[src/design/trd_pkg.sv]
// shared types and constants for the tls record deframer
`timescale 1ns / 1ps

package trd_pkg;

    localparam logic [7:0] TYPE_ALERT = 8'h15;
    localparam logic [7:0] TYPE_HS    = 8'h16;
    localparam logic [7:0] TYPE_APP   = 8'h17;

    localparam logic [16:0] HDR_BYTES   = 17'd5;
    localparam logic [16:0] MAX_LEN_RST = 17'd12288;

    localparam logic [2:0] HDR_TYPE    = 3'd0;
    localparam logic [2:0] HDR_VER_HI  = 3'd1;
    localparam logic [2:0] HDR_VER_LO  = 3'd2;
    localparam logic [2:0] HDR_LEN_HI  = 3'd3;
    localparam logic [2:0] HDR_LEN_LO  = 3'd4;
    localparam logic [2:0] HDR_PAYLOAD = 3'd5;

    typedef struct packed {
        logic [2:0]  hdr_idx;
        logic [7:0]  cur_type;
        logic [15:0] len;
        logic [15:0] pos;
        logic        fail;
        logic        seen;
        logic [7:0]  first_type;
        logic [7:0]  latest_type;
        logic [7:0]  alert_level;
        logic [7:0]  alert_desc;
        logic [7:0]  alert_hold;
    } t_state;

    typedef struct packed {
        logic       payload_valid;
        logic [7:0] payload_byte;
        logic [7:0] content_type;
        logic       last_in_record;
        logic       empty_record;
        logic       stream_failed;
        logic       byte_dropped;
        logic       any_record_seen;
        logic [7:0] first_type;
        logic [7:0] latest_type;
        logic [7:0] alert_level;
        logic [7:0] alert_desc;
    } t_result;

    function automatic logic is_forwarded(input logic [7:0] t);
        return (t == TYPE_HS) || (t == TYPE_APP);
    endfunction

endpackage

[src/design/trd_step.sv]
// per-byte next-state and result logic of the record deframer
`timescale 1ns / 1ps

module trd_step (
    input  trd_pkg::t_state  i_state,
    input  logic [7:0]       i_byte,
    input  logic [16:0]      i_max_len,
    output trd_pkg::t_state  o_state,
    output trd_pkg::t_result o_result
);

    trd_pkg::t_state  n;
    trd_pkg::t_result res;
    logic [15:0]      len_full;
    logic             final_byte;
    logic             rec_end;

    always_comb begin
        n          = i_state;
        res        = '0;
        rec_end    = 1'b0;
        len_full   = {i_state.len[15:8], i_byte};
        final_byte = ({1'b0, i_state.pos} + 17'd1) >= {1'b0, i_state.len};

        if (i_state.fail) begin
            res.byte_dropped = 1'b1;
        end else begin
            case (i_state.hdr_idx)
                trd_pkg::HDR_TYPE: begin
                    n.cur_type = i_byte;
                    n.hdr_idx  = trd_pkg::HDR_VER_HI;
                end
                trd_pkg::HDR_VER_HI: begin
                    n.hdr_idx = trd_pkg::HDR_VER_LO;
                end
                trd_pkg::HDR_VER_LO: begin
                    n.hdr_idx = trd_pkg::HDR_LEN_HI;
                end
                trd_pkg::HDR_LEN_HI: begin
                    n.len     = {i_byte, 8'h00};
                    n.hdr_idx = trd_pkg::HDR_LEN_LO;
                end
                trd_pkg::HDR_LEN_LO: begin
                    n.len = len_full;
                    if (({1'b0, len_full} + trd_pkg::HDR_BYTES) > i_max_len) begin
                        n.fail    = 1'b1;
                        n.hdr_idx = trd_pkg::HDR_TYPE;
                    end else if (len_full == 16'd0) begin
                        rec_end = 1'b1;
                        if (trd_pkg::is_forwarded(i_state.cur_type)) begin
                            res.content_type   = i_state.cur_type;
                            res.last_in_record = 1'b1;
                            res.empty_record   = 1'b1;
                        end
                    end else begin
                        n.hdr_idx = trd_pkg::HDR_PAYLOAD;
                        n.pos     = 16'd0;
                    end
                end
                default: begin
                    if (trd_pkg::is_forwarded(i_state.cur_type)) begin
                        res.payload_valid  = 1'b1;
                        res.payload_byte   = i_byte;
                        res.content_type   = i_state.cur_type;
                        res.last_in_record = final_byte;
                    end else if (i_state.cur_type == trd_pkg::TYPE_ALERT) begin
                        if (i_state.pos == 16'd0) begin
                            n.alert_hold = i_byte;
                        end else if (i_state.pos == 16'd1) begin
                            n.alert_level = i_state.alert_hold;
                            n.alert_desc  = i_byte;
                        end
                    end
                    if (final_byte) begin
                        rec_end = 1'b1;
                    end else begin
                        n.pos = i_state.pos + 16'd1;
                    end
                end
            endcase
        end

        // record bookkeeping
        if (rec_end) begin
            if (!i_state.seen) begin
                n.seen       = 1'b1;
                n.first_type = i_state.cur_type;
            end
            n.latest_type = i_state.cur_type;
            if (i_state.cur_type == trd_pkg::TYPE_ALERT) begin
                n.fail = 1'b1;
            end
            n.hdr_idx = trd_pkg::HDR_TYPE;
            n.pos     = 16'd0;
        end

        res.stream_failed   = n.fail;
        res.any_record_seen = n.seen;
        res.first_type      = n.first_type;
        res.latest_type     = n.latest_type;
        res.alert_level     = n.alert_level;
        res.alert_desc      = n.alert_desc;
    end

    assign o_state  = n;
    assign o_result = res;

endmodule

[src/design/tls_record_deframer.sv]
// top level of the tls record deframer
`timescale 1ns / 1ps
// Splits a received byte stream into TLS records, one byte per request.
// Input channel i_valid / o_ready carries i_rx_byte. Output channel
// o_valid / i_ready carries one result per accepted byte: forwarded
// payload of handshake and application records with type and last mark,
// an empty marker for zero-length forwarded records, and the status
// fields (failed, dropped, record types seen, last alert bytes).
// The result of an accepted byte is registered and presented in the cycle
// after it is taken. Throughput is one byte per cycle while i_ready keeps the
// output register draining; the header and counter update sits between the
// state registers and the output register and is combinational.
// A stalled receiver holds the output register; a new byte is still
// taken in the cycle the waiting result leaves (o_ready follows i_ready
// while the output register is full).
// The max record length register is written on i_cfg_valid / o_cfg_ready,
// which is always ready; write it only while the block is idle.
// Synchronous active-low reset clears all state, sets the max record
// length to 12288 and empties the output register.

module tls_record_deframer (
    input  logic        i_clk,
    input  logic        i_rst_n,
    input  logic        i_cfg_valid,
    output logic        o_cfg_ready,
    input  logic [16:0] i_cfg_data,
    input  logic        i_valid,
    output logic        o_ready,
    input  logic [7:0]  i_rx_byte,
    output logic        o_valid,
    input  logic        i_ready,
    output logic        o_payload_valid,
    output logic [7:0]  o_payload_byte,
    output logic [7:0]  o_content_type,
    output logic        o_last_in_record,
    output logic        o_empty_record,
    output logic        o_stream_failed,
    output logic        o_byte_dropped,
    output logic        o_any_record_seen,
    output logic [7:0]  o_first_type,
    output logic [7:0]  o_latest_type,
    output logic [7:0]  o_alert_level_out,
    output logic [7:0]  o_alert_desc_out
);

    trd_pkg::t_state  r_state;
    trd_pkg::t_state  n_state;
    trd_pkg::t_result r_result;
    trd_pkg::t_result n_result;
    logic [16:0]      r_max_len;
    logic             r_out_valid;
    logic             in_take;

    assign o_cfg_ready = 1'b1;
    assign o_ready     = !r_out_valid || i_ready;
    assign in_take     = i_valid && o_ready;

    trd_step u_step (
        .i_state  (r_state),
        .i_byte   (i_rx_byte),
        .i_max_len(r_max_len),
        .o_state  (n_state),
        .o_result (n_result)
    );

    always_ff @(posedge i_clk) begin
        if (!i_rst_n) begin
            r_max_len <= trd_pkg::MAX_LEN_RST;
        end else if (i_cfg_valid) begin
            r_max_len <= i_cfg_data;
        end
    end

    always_ff @(posedge i_clk) begin
        if (!i_rst_n) begin
            r_state <= '0;
        end else if (in_take) begin
            r_state <= n_state;
        end
    end

    always_ff @(posedge i_clk) begin
        if (!i_rst_n) begin
            r_out_valid <= 1'b0;
        end else if (in_take) begin
            r_out_valid <= 1'b1;
        end else if (i_ready) begin
            r_out_valid <= 1'b0;
        end
    end

    always_ff @(posedge i_clk) begin
        if (in_take) begin
            r_result <= n_result;
        end
    end

    assign o_valid           = r_out_valid;
    assign o_payload_valid   = r_result.payload_valid;
    assign o_payload_byte    = r_result.payload_byte;
    assign o_content_type    = r_result.content_type;
    assign o_last_in_record  = r_result.last_in_record;
    assign o_empty_record    = r_result.empty_record;
    assign o_stream_failed   = r_result.stream_failed;
    assign o_byte_dropped    = r_result.byte_dropped;
    assign o_any_record_seen = r_result.any_record_seen;
    assign o_first_type      = r_result.first_type;
    assign o_latest_type     = r_result.latest_type;
    assign o_alert_level_out = r_result.alert_level;
    assign o_alert_desc_out  = r_result.alert_desc;

`ifndef SYNTHESIS
    // failure is sticky until reset
    a_fail_sticky: assert property (@(posedge i_clk) disable iff (!i_rst_n)
        r_state.fail |=> r_state.fail)
        else $error("failed flag cleared without reset");

    // header index never leaves the header and payload range
    a_hdr_range: assert property (@(posedge i_clk) disable iff (!i_rst_n)
        r_state.hdr_idx <= trd_pkg::HDR_PAYLOAD)
        else $error("header index out of range");

    // empty marker is a last mark without a payload byte
    a_empty_marker: assert property (@(posedge i_clk) disable iff (!i_rst_n)
        (o_valid && o_empty_record) |-> (o_last_in_record && !o_payload_valid))
        else $error("malformed empty marker");

    // a dropped byte only follows failure and forwards nothing
    a_dropped: assert property (@(posedge i_clk) disable iff (!i_rst_n)
        (o_valid && o_byte_dropped) |-> (o_stream_failed && !o_payload_valid))
        else $error("dropped byte without failure");
`endif

endmodule
[config.mk]
export PLATFORM = sky130hd
export DESIGN_NAME = tls_record_deframer
export DESIGN_NICKNAME = d
export VERILOG_FILES = /design/src/design/trd_pkg.sv /design/src/design/trd_step.sv /design/src/design/tls_record_deframer.sv
export SDC_FILE = /design/constraint.sdc
export NUM_CORES = 1
export LEC_CHECK = 0
export BUFFER_PORTS_ARGS = -buffer_cell sky130_fd_sc_hd__buf_2
export CORE_UTILIZATION = 50
export CTS_CLUSTER_DIAMETER = 80
export CTS_CLUSTER_SIZE = 28
export DETAILED_ROUTE_END_ITERATION = 16
export PLACE_DENSITY = 0.69
export SYNTH_ARGS = -nofsm -noshare
export SYNTH_HDL_FRONTEND = slang
export SYNTH_SLANG_ARGS = --single-unit
[constraint.sdc]
create_clock -name i_clk -period 9 [get_ports i_clk]
set_input_delay 1.35 -clock i_clk [delete_from_list [all_inputs] [get_ports i_clk]]
set_output_delay 1.35 -clock i_clk [all_outputs]
set_load 0.005 [all_outputs]
Word level (Yosys, flattened, before mapping)
Cells that the tools add are included.
- register bits after elaboration: 157
- input port bits: 30
- output and inout port bits: 57
- logic and storage cells: 107
- mux-type cells: 36
- equality and inequality tests: 14
- bitwise operators: 5
- order comparisons: 2
- reductions and logical operators: 21
- $add $sub $neg: 3
- operators with widths (kind ; number):
    $mux W24 ; 4
    $mux W16 ; 5
    $pmux W16 S2 ; 2
    $mux W44 ; 1
    $mux W34 ; 1
    $logic_not A16 Y1 ; 2
    $mux W10 ; 3
    $eq A8 B5 Y1 const B ; 3
    $mux W8 ; 3
    $mux W18 ; 1
    $pmux W9 S2 ; 1
    $add A16 B1 Y17 const B ; 1
    $add A16 B3 Y17 const B ; 1
    $ge A17 B16 Y1 ; 1
    $gt A17 B17 Y1 ; 1
    $add A16 B1 Y16 const B ; 1
    $eq A16 B1 Y1 const B ; 1
    $pmux W3 S5 ; 1
    $reduce_and A6 Y1 ; 2
    $mux W1 ; 10
    $mux W3 ; 3
    $reduce_and A4 Y1 ; 2
    $reduce_or A4 Y1 ; 2
    $reduce_or A7 Y1 ; 1
    18 further kinds ; 28

Logic depth before layout (Yosys ltp)
Gate-level depths: netlist of run 1.
- depth in word-level cells: 7
- depth in mapped cells: 15
- depth with buffers taken out: 13

Cells and area by module
A second synthesis of run 1 with hierarchy kept.
- cells, all modules: 970
- area, all modules: 9034.9 um2
- modules (own cells, without submodules) (module ; area each (um2) ; times used ; cells each ; sequential area each (um2)):
    tls_record_deframer ; 5670.4 ; 1 ; 485 ; 3683.5
    trd_step ; 3364.5 ; 1 ; 485 ; 0.0

Worst setup path before layout of run 1
Ideal clock, no wire load.
- kind: input-to-reg
- start: input port i_rx_byte[4]
- end: register r_result (netlist bit o_first_type[0]) (data pin)
- stages on the path: 13
- data required time: 8.740 ns
- slack: 4.338 ns
- arrival time: 4.402 ns
- setup time: 0.260 ns
- path buffers: 1
- path through: clkbuf_1 > nand4_1 > nor3_1 > nand3_1 > xnor2_1 > ha_1 > nand4_1 > nor3_1 > nand3_1 > a22oi_2 > nand2_1 > a211oi_4 > mux2_2
- RTL lines (what ; RTL line ; source):
    from (decl) ; tls_record_deframer.sv:29 ; input logic [7:0] i_rx_byte,
    to (signal assigned) ; tls_record_deframer.sv:94 ; r_result <= n_result;
    to (decl) ; tls_record_deframer.sv:48 ; trd_pkg::t_result r_result;

Worst setup path in the final report of run 1
- start: input port i_rx_byte[3]
- end: register r_state[27] in the netlist's numbering
- word-level cells in the longest chain between the ends: 6
- ends and longest elaborated chain (what ; RTL line ; source):
    $add A16 B3 Y17 or $logic_not A16 Y1 (tied branches) ; trd_step.sv:45, trd_step.sv:48 ;
    $gt A17 B17 Y1 or $mux W1 (tied branches) ; trd_step.sv:45, trd_step.sv:48 ;
    $mux W1 * ; trd_step.sv:45 ; if (({1'b0, len_full} + trd_pkg::HDR_BYTES) > i_max_len) begin
    $pmux W1 S2 * ; trd_step.sv:28 ; case (i_state.hdr_idx)
    $mux W1 * ; trd_step.sv:25 ; if (i_state.fail) begin
    $mux W34 * ; trd_step.sv:84 ; if (rec_end) begin
    to (signal assigned) ; tls_record_deframer.sv:78 ; r_state <= n_state;
    to (decl) ; tls_record_deframer.sv:46 ; trd_pkg::t_state r_state;
Every way passes the cells marked *; elsewhere a longest branch is shown, timed or not.
A chain may end at the register's enable or synchronous reset.

==> impl_metrics.py, run 1 <==
metrics = {
    "detailed_routing": {
        "first_pass_iters": 5,
        "routed_wl_um": 16440,
        "antenna_left": 0,
        "vias_per_cell": 5.417,
        "wl_per_cell_um": 15.75,
        "drtIter0Drc": 481,
        "vias": 5655,
        "drc": 0,
    },
    "place": {
        "place_hpwl_um": 11560,
        "gp_congestion": 0.8919,
        "portBuffers": 85,
    },
    "timing": {
        "hold_viol_final": 0,
        "rsz0062_at_grt": "no",
        "setup_violations": 0,
        "max_freq_mhz": 192.8,
        "worst_pin_slew_ps": 1160,
        "skew_ps": 8.322,
        "maxSlewViolCount": 0,
        "period_share_pct": 57.64,
        "timing.slew.headroom_pct": 22.64,
        "setup_tns_ps": 0,
        "holdWs_ps": 459.3,
        "post-route-min-period_ps": 5188,
    },
    "synthesis": {
        "ys_ff_latch": 157,
        "synth_flop_cell": "dfxtp_1",
        "synthMuxAreaShare_pct": 11.91,
        "synth_top_family_by_area": "simple AND/OR/NAND/NOR gates",
        "syn_inst": 772,
        "yosys.area.top_type_share_pct": 26.63,
        "synth-xor-area-share_pct": 2.601,
        "yosys.area.top_type": "dfxtp_1",
        "yosysWarnings": 0,
        "synth_fa_ha_area_share_pct": 6.140,
        "yosys.area_share.simple_pct": 17.77,
        "syn_area_um2": 7744,
        "avgSynthCellArea_um2": 10.03,
        "synth_compound_area_share_pct": 9.614,
        "async_flop_share_pct": 0,
        "synth_cell_type_count": 57,
        "synth_edf_count": 54,
        "yosysSeqAreaShare_pct": 47.57,
        "synth.area.top_cells": "dfxtp_1, edfxtp_1, mux2i_1",
    },
    "pwr": {
        "seq_power_share_pct": 48.3,
        "switching_power_mw": 0.3971,
        "power_density_nw_per_um2": 178.7,
        "power_frac_comb_pct": 6.5,
        "ir_worst_vdd_uv": 117.1,
        "leakage_nw": 3.597,
        "internal-power_mw": 1.189,
        "pwr-share-clk_pct": 45.3,
        "sw_frac_of_total_pct": 25.04,
    },
    "global_routing": {
        "grt_antenna_before_repair": 0,
        "grt_usage_pct": 21.56,
        "grt_pass1_wl_um": 27120,
        "grt_max_degree": 114,
        "gr-total-overflow": 0,
        "grt_pass1_vias": 5464,
    },
    "worst_setup_path": {
        "worstPathArrival_ps": 5520,
        "slowest_stage": "a21oi_1",
        "slowest_delay_ps": 1050,
        "path_buf_inv": 1,
        "crit_chain": "buf_2, nand4_1, nor3_1, nand3_1, xnor2_1, ha_1, nand4_1, nor3_1, nand3_1, a22oi_2, nand2_1, a21oi_1, mux2i_1",
        "cp-start-kind": "input port",
        "path_delay_family": "simple AND/OR/NAND/NOR gates",
        "critPathKind": "input port to register",
        "worst-path-max-fanout": 14,
        "cp.required_ps": 9330,
        "crit_path_end_kind": "register",
    },
    "cts": {
        "cts_tree": "done",
        "post-cts-setup-buffers": 0,
        "cts_resized": 0,
        "clk_pin_slew_ps": 70,
        "clock-sinks": 157,
        "htree_num_levels": 4,
        "clockBufferDepth": 2,
        "cts-hold-fix-buffers": 0,
        "root_buffer": "clkbuf_16",
        "clock_latency_ps": 430,
        "cts_buffers": 17,
    },
    "worst_hold_path": {
        "min_path_type": "register to register",
    },
    "cells_and_area": {
        "drive_gt1_share_pct": 19.63,
        "layout.nets": 911,
        "syn_to_final_growth_pct": 14.62,
        "antennaDiodeCount": 0,
    },
    "floorplan": {
        "coreArea_um2": 15150,
        "num_io_pins": 87,
        "die_w_um": 126.5,
        "die_height_um": 126.5,
        "row_count": 45,
        "die_area_um2": 15990,
        "initial_core_util_pct": 51.13,
    },
    "flow_run": {
        "cap_violations": 0,
    },
    "status": {
        "outcome": "finished, final reports clean",
    },
}
==> final timing paths <==
path,startpoint,to,slack [ps],cells past startpoint
worst max-delay path,i_rx_byte[3],r_state[27],3810,13
worst min-delay path,r_state[33],r_state[33],460,2
worst max register to register,r_state[66],r_state[27],4630,12
worst min register to register,r_state[33],r_state[33],460,2
==> cell type report <==
cell class              count  area, µm²
repair buffers             88      447.9
well taps                 188      235.2
clock inverters            13      138.9
flip-flops and latches    157       3684
fillers                  1229       6270
multi-input cells         535       3741
clock buffers              19      464.2
inverters                  44      165.2
==> synthesized netlist by cell type (16+ instances only) <==
cell and number:
clkbuf_1 29, edfxtp_1 54, nor2b_1 49, dfxtp_1 103, inv_1 44, a21oi_1 16, ha_1 38, a21boi_0 27
mux2i_1 55, mux2_2 32, nand3_1 31, o21ai_0 30, nor2_1 25, xnor2_1 16, nand2_1 106
==> power by group through the flow <==
stage / registers, mW / logic (mW) / clock network (mW)
4_1_cts: 0.765 / 0.103 / 0.730
2_1_floorplan: 0.778 / 0.0684 / 0
3_3_place_gp: 0.781 / 0.0993 / 0
6_report: 0.765 / 0.103 / 0.718
3_5_place_dp: 0.781 / 0.103 / 0
5_1_grt: 0.767 / 0.115 / 0.761
==> registers in the layout, indices dropped and copies added, names as in the netlist, 8 cells and up <==
signal,count
o_alert_desc_out,8
o_latest_type,8
r_state,85
o_payload_byte,8
o_alert_level_out,8
r_max_len,17
o_content_type,8
o_first_type,8
==> tightest hold or removal path, delay by kind of cell, from the launching register on <==
| family | cells | cell delay [ps] |
|---|---|---|
| flops | 1 | 310 |
| mux | 1 | 50 |
| simple gates | 1 | 50 |
==> logic make-up (layout without fill, tap and decap cells) <==
group                    after synthesis  count (layout)
other                                  2               5
XOR/XNOR                              23              23
adder cells (fa/ha/maj)               38              38
buffers and inverters                 83             164
AO/OA/AOI/OAI                        106             106
multiplexers                          88              88
AND/OR/NAND/NOR                      275             275
flip-flops                           157             157
==> cells in the final DEF, fill, tap and decap left out, drive strengths merged, types with 3 or more instances in the layout <==
| cell | count |
|---|---|
| and3 | 6 |
| clkinv | 3 |
| nor2 | 25 |
| a211oi | 6 |
| nor3 | 10 |
| conb | 5 |
| nand2b | 3 |
| buf | 88 |
| ha | 38 |
| or3 | 4 |
| o21ai | 33 |
| o21a | 4 |
| nor4 | 7 |
| o211ai | 3 |
| nor2b | 49 |
| nand3 | 32 |
| xor2 | 7 |
| mux2i | 55 |
| inv | 54 |
| edfxtp | 54 |
| a21boi | 27 |
| mux2 | 33 |
| and2 | 12 |
| dfxtp | 103 |
| nand2 | 106 |
| or2 | 6 |
| clkbuf | 19 |
| nand4 | 9 |
| xnor2 | 16 |
| a21oi | 17 |
==> stage by stage <==
| stage | total power, mW | utilization (%) | cells | setup WS, ps | instance area, µm² |
|---|---|---|---|---|---|
| after floorplan | 0.8469 | - | 775 | 4338 | 7755 |
| after global placement | 0.8798 | 54.62 | 1012 | 3814 | 8273 |
| after detailed placement | 0.8840 | 54.62 | 1012 | 3509 | 8273 |
| after CTS | 1.599 | 58.60 | 1044 | 3902 | 8876 |
| after global routing | 1.643 | 58.60 | 1044 | 3375 | 8876 |
| final | 1.586 | 58.60 | 1044 | 3812 | 8876 |
==> metal layers <==
metal | track usage (%) | part of all wire (%)
met5 | 0 | 0
met4 | 8.079 | 1.7
met3 | 4.091 | 4.3
met2 | 36.11 | 48
met1 | 27.70 | 46
No activity file was read; power rests on OpenSTA's default activity.
==> inputs of run 2 (changes only) <==
--- a/config.mk
+++ b/config.mk
@@ -10,7 +10,7 @@
 export CTS_CLUSTER_DIAMETER = 80
 export CTS_CLUSTER_SIZE = 28
 export DETAILED_ROUTE_END_ITERATION = 16
-export PLACE_DENSITY = 0.69
+export PLACE_DENSITY = 0.72
 export SYNTH_ARGS = -nofsm -noshare
 export SYNTH_HDL_FRONTEND = slang
 export SYNTH_SLANG_ARGS = --single-unit
==> constraint.sdc (replaced) <==
create_clock -name i_clk -period 4.5 [get_ports i_clk]
set_input_delay 0.675 -clock i_clk [delete_from_list [all_inputs] [get_ports i_clk]]
set_output_delay 0.675 -clock i_clk [all_outputs]
set_load 0.005 [all_outputs]
==> run 2 against run 1 <==
  * Final cell count rose by 1.4%
  * Setup slack got worse by 3200 ps
  * Utilization rose by 0.96 points
  * Wire length rose by 0.15%
  * Critical path depth did not move
  * Via count rose by 0.69%
  * Combinational power rose by 110%
  * Worst hold slack got worse by 1.4 ps
  * Die area did not move
  * Clock power rose by 120%
==> impl_metrics.py, run 2 (synthesis gave the netlist of run 1 again) <==
metrics = {
    "timing": {
        "rsz0062_at_grt": "no",
        "max_freq_mhz": 255.8,
        "period_share_pct": 86.88,
        "post-route-min-period_ps": 3910,
        "setup_tns_ps": 0,
        "hold_viol_final": 0,
        "skew_ps": 7.564,
        "setup_violations": 0,
        "timing.slew.headroom_pct": 36.60,
        "worst_pin_slew_ps": 950.9,
        "maxSlewViolCount": 0,
    },
    "global_routing": {
        "grt_max_degree": 72,
        "gr-total-overflow": 0,
        "grt_pass1_wl_um": 27050,
        "grt_usage_pct": 21.56,
        "grt_antenna_before_repair": 0,
        "grt_pass1_vias": 5307,
    },
    "pwr": {
        "seq_power_share_pct": 46.4,
        "leakage_nw": 3.684,
        "power_density_nw_per_um2": 365.7,
        "switching_power_mw": 0.7612,
        "power_frac_comb_pct": 6.5,
        "ir_worst_vdd_uv": 244.2,
        "pwr-share-clk_pct": 47.1,
        "sw_frac_of_total_pct": 23.07,
        "internal-power_mw": 2.538,
    },
    "floorplan": {
        "die_w_um": 126.5,
        "die_area_um2": 15990,
        "coreArea_um2": 15150,
        "num_io_pins": 87,
        "initial_core_util_pct": 51.13,
        "die_height_um": 126.5,
        "row_count": 45,
    },
    "cts": {
        "clk_pin_slew_ps": 60,
        "cts_resized": 0,
        "post-cts-setup-buffers": 0,
        "cts-hold-fix-buffers": 0,
        "clock-sinks": 157,
        "clockBufferDepth": 2,
        "cts_tree": "done",
        "clock_latency_ps": 430,
        "cts_buffers": 17,
        "htree_num_levels": 4,
        "root_buffer": "clkbuf_16",
    },
    "detailed_routing": {
        "first_pass_iters": 5,
        "vias_per_cell": 5.377,
        "drc": 0,
        "drtIter0Drc": 341,
        "antenna_left": 0,
        "wl_per_cell_um": 15.55,
        "routed_wl_um": 16470,
        "vias": 5694,
    },
    "worst_setup_path": {
        "worst-path-max-fanout": 8,
        "cp-start-kind": "input port",
        "crit_path_end_kind": "register",
        "critPathKind": "input port to register",
        "worstPathArrival_ps": 4090,
        "cp.required_ps": 4680,
    },
    "flow_run": {
        "cap_violations": 0,
    },
    "place": {
        "gp_congestion": 0.8568,
        "place_hpwl_um": 11300,
        "portBuffers": 85,
        "placed_area_um2": 8386,
    },
    "cells_and_area": {
        "multi_input_area_um2": 3741,
        "largest_register": "r_state",
        "layout_commonest_cell": "nand2_1",
        "layout_common_cells": "nand2_1, dfxtp_1, buf_2",
        "utilization_pct": 59.56,
        "antennaDiodeCount": 0,
        "layout.nets": 926,
        "largest_registers": "r_state (85), r_max_len (17)",
        "fillers": 1285,
        "largest_register_ffs": 85,
        "final-seq-area_um2": 3684,
        "syn_to_final_growth_pct": 16.50,
        "fin_area_um2": 9021,
        "drive_gt1_share_pct": 20.78,
    },
    "worst_hold_path": {
        "min_path_type": "register to register",
    },
    "status": {
        "outcome": "finished, final reports clean",
    },
}
run 2: cell count changes in the layout (fill, tap and decap cells not counted), sizes merged:
cell | before | now
buf | 88 | 103
bufinv | 0 | 4
clkbuf | 19 | 18
clkinv | 3 | 5
inv | 54 | 49
run 2: critical path, stage by stage:
cell      delay, ps
buf_2           140
nand4_1         290
nor3_1          450
nand3_1         150
xnor2_1         150
ha_1            310
nand4_1         120
nor3_1          260
nand3_1         120
a22oi_2         300
nand2_1         210
a211oi_4        510
mux2_2          400
run 2: final cells by class:
cell class / instances / area share (%)
Timing Repair Buffer: 103 / 6.214
Multi-Input combinational cell: 535 / 41.47
Clock buffer: 18 / 4.757
Clock inverter: 14 / 2.288
Inverter: 44 / 1.831
Tap cell: 188 / 2.607
Sequential cell: 157 / 40.83
run 2: layer usage:
metal  global-route usage [%]  share of wire [%]  vias up
met4                    8.221                2.1        0
met1                    28.78                 48     2662
li1                         -                  -     2855
met3                    3.754                4.7       28
met5                        0                  0        -
met2                    35.00                 45      149
run 2: path summary, 6_finish.rpt:
| kind | startpoint | to | slack, ps | depth (start not counted) |
|---|---|---|---|---|
| min reg2reg | r_state[28] | r_state[28] | 460 | 2 |
| min | r_state[28] | r_state[28] | 460 | 2 |
| max reg2reg | r_state[42] | o_first_type[0] | 690 | 12 |
| max | i_rx_byte[3] | o_first_type[0] | 590 | 13 |
run 2: power groups by stage:
| stage | Clock, mW | Sequential, mW | Combinational [mW] |
|---|---|---|---|
| finish | 1.55 | 1.53 | 0.216 |
| global route | 1.64 | 1.53 | 0.240 |
| CTS | 1.57 | 1.53 | 0.216 |
| detailed placement | 0 | 1.56 | 0.215 |
| global placement | 0 | 1.56 | 0.212 |
| floorplan | 0 | 1.56 | 0.137 |
run 2: per-stage QoR:
step / setup WS [ps] / hold slack (ps) / total power, mW / std cells
5_1_grt: 339.8 / 480.0 / 3.409 / 1059
2_1_floorplan: 513.2 / 406.4 / 1.694 / 775
6_report: 590.4 / 457.9 / 3.299 / 1059
4_1_cts: 615.1 / 458.9 / 3.315 / 1059
3_5_place_dp: 209.9 / 448.7 / 1.776 / 1027
3_3_place_gp: 321.8 / 442.9 / 1.773 / 1027
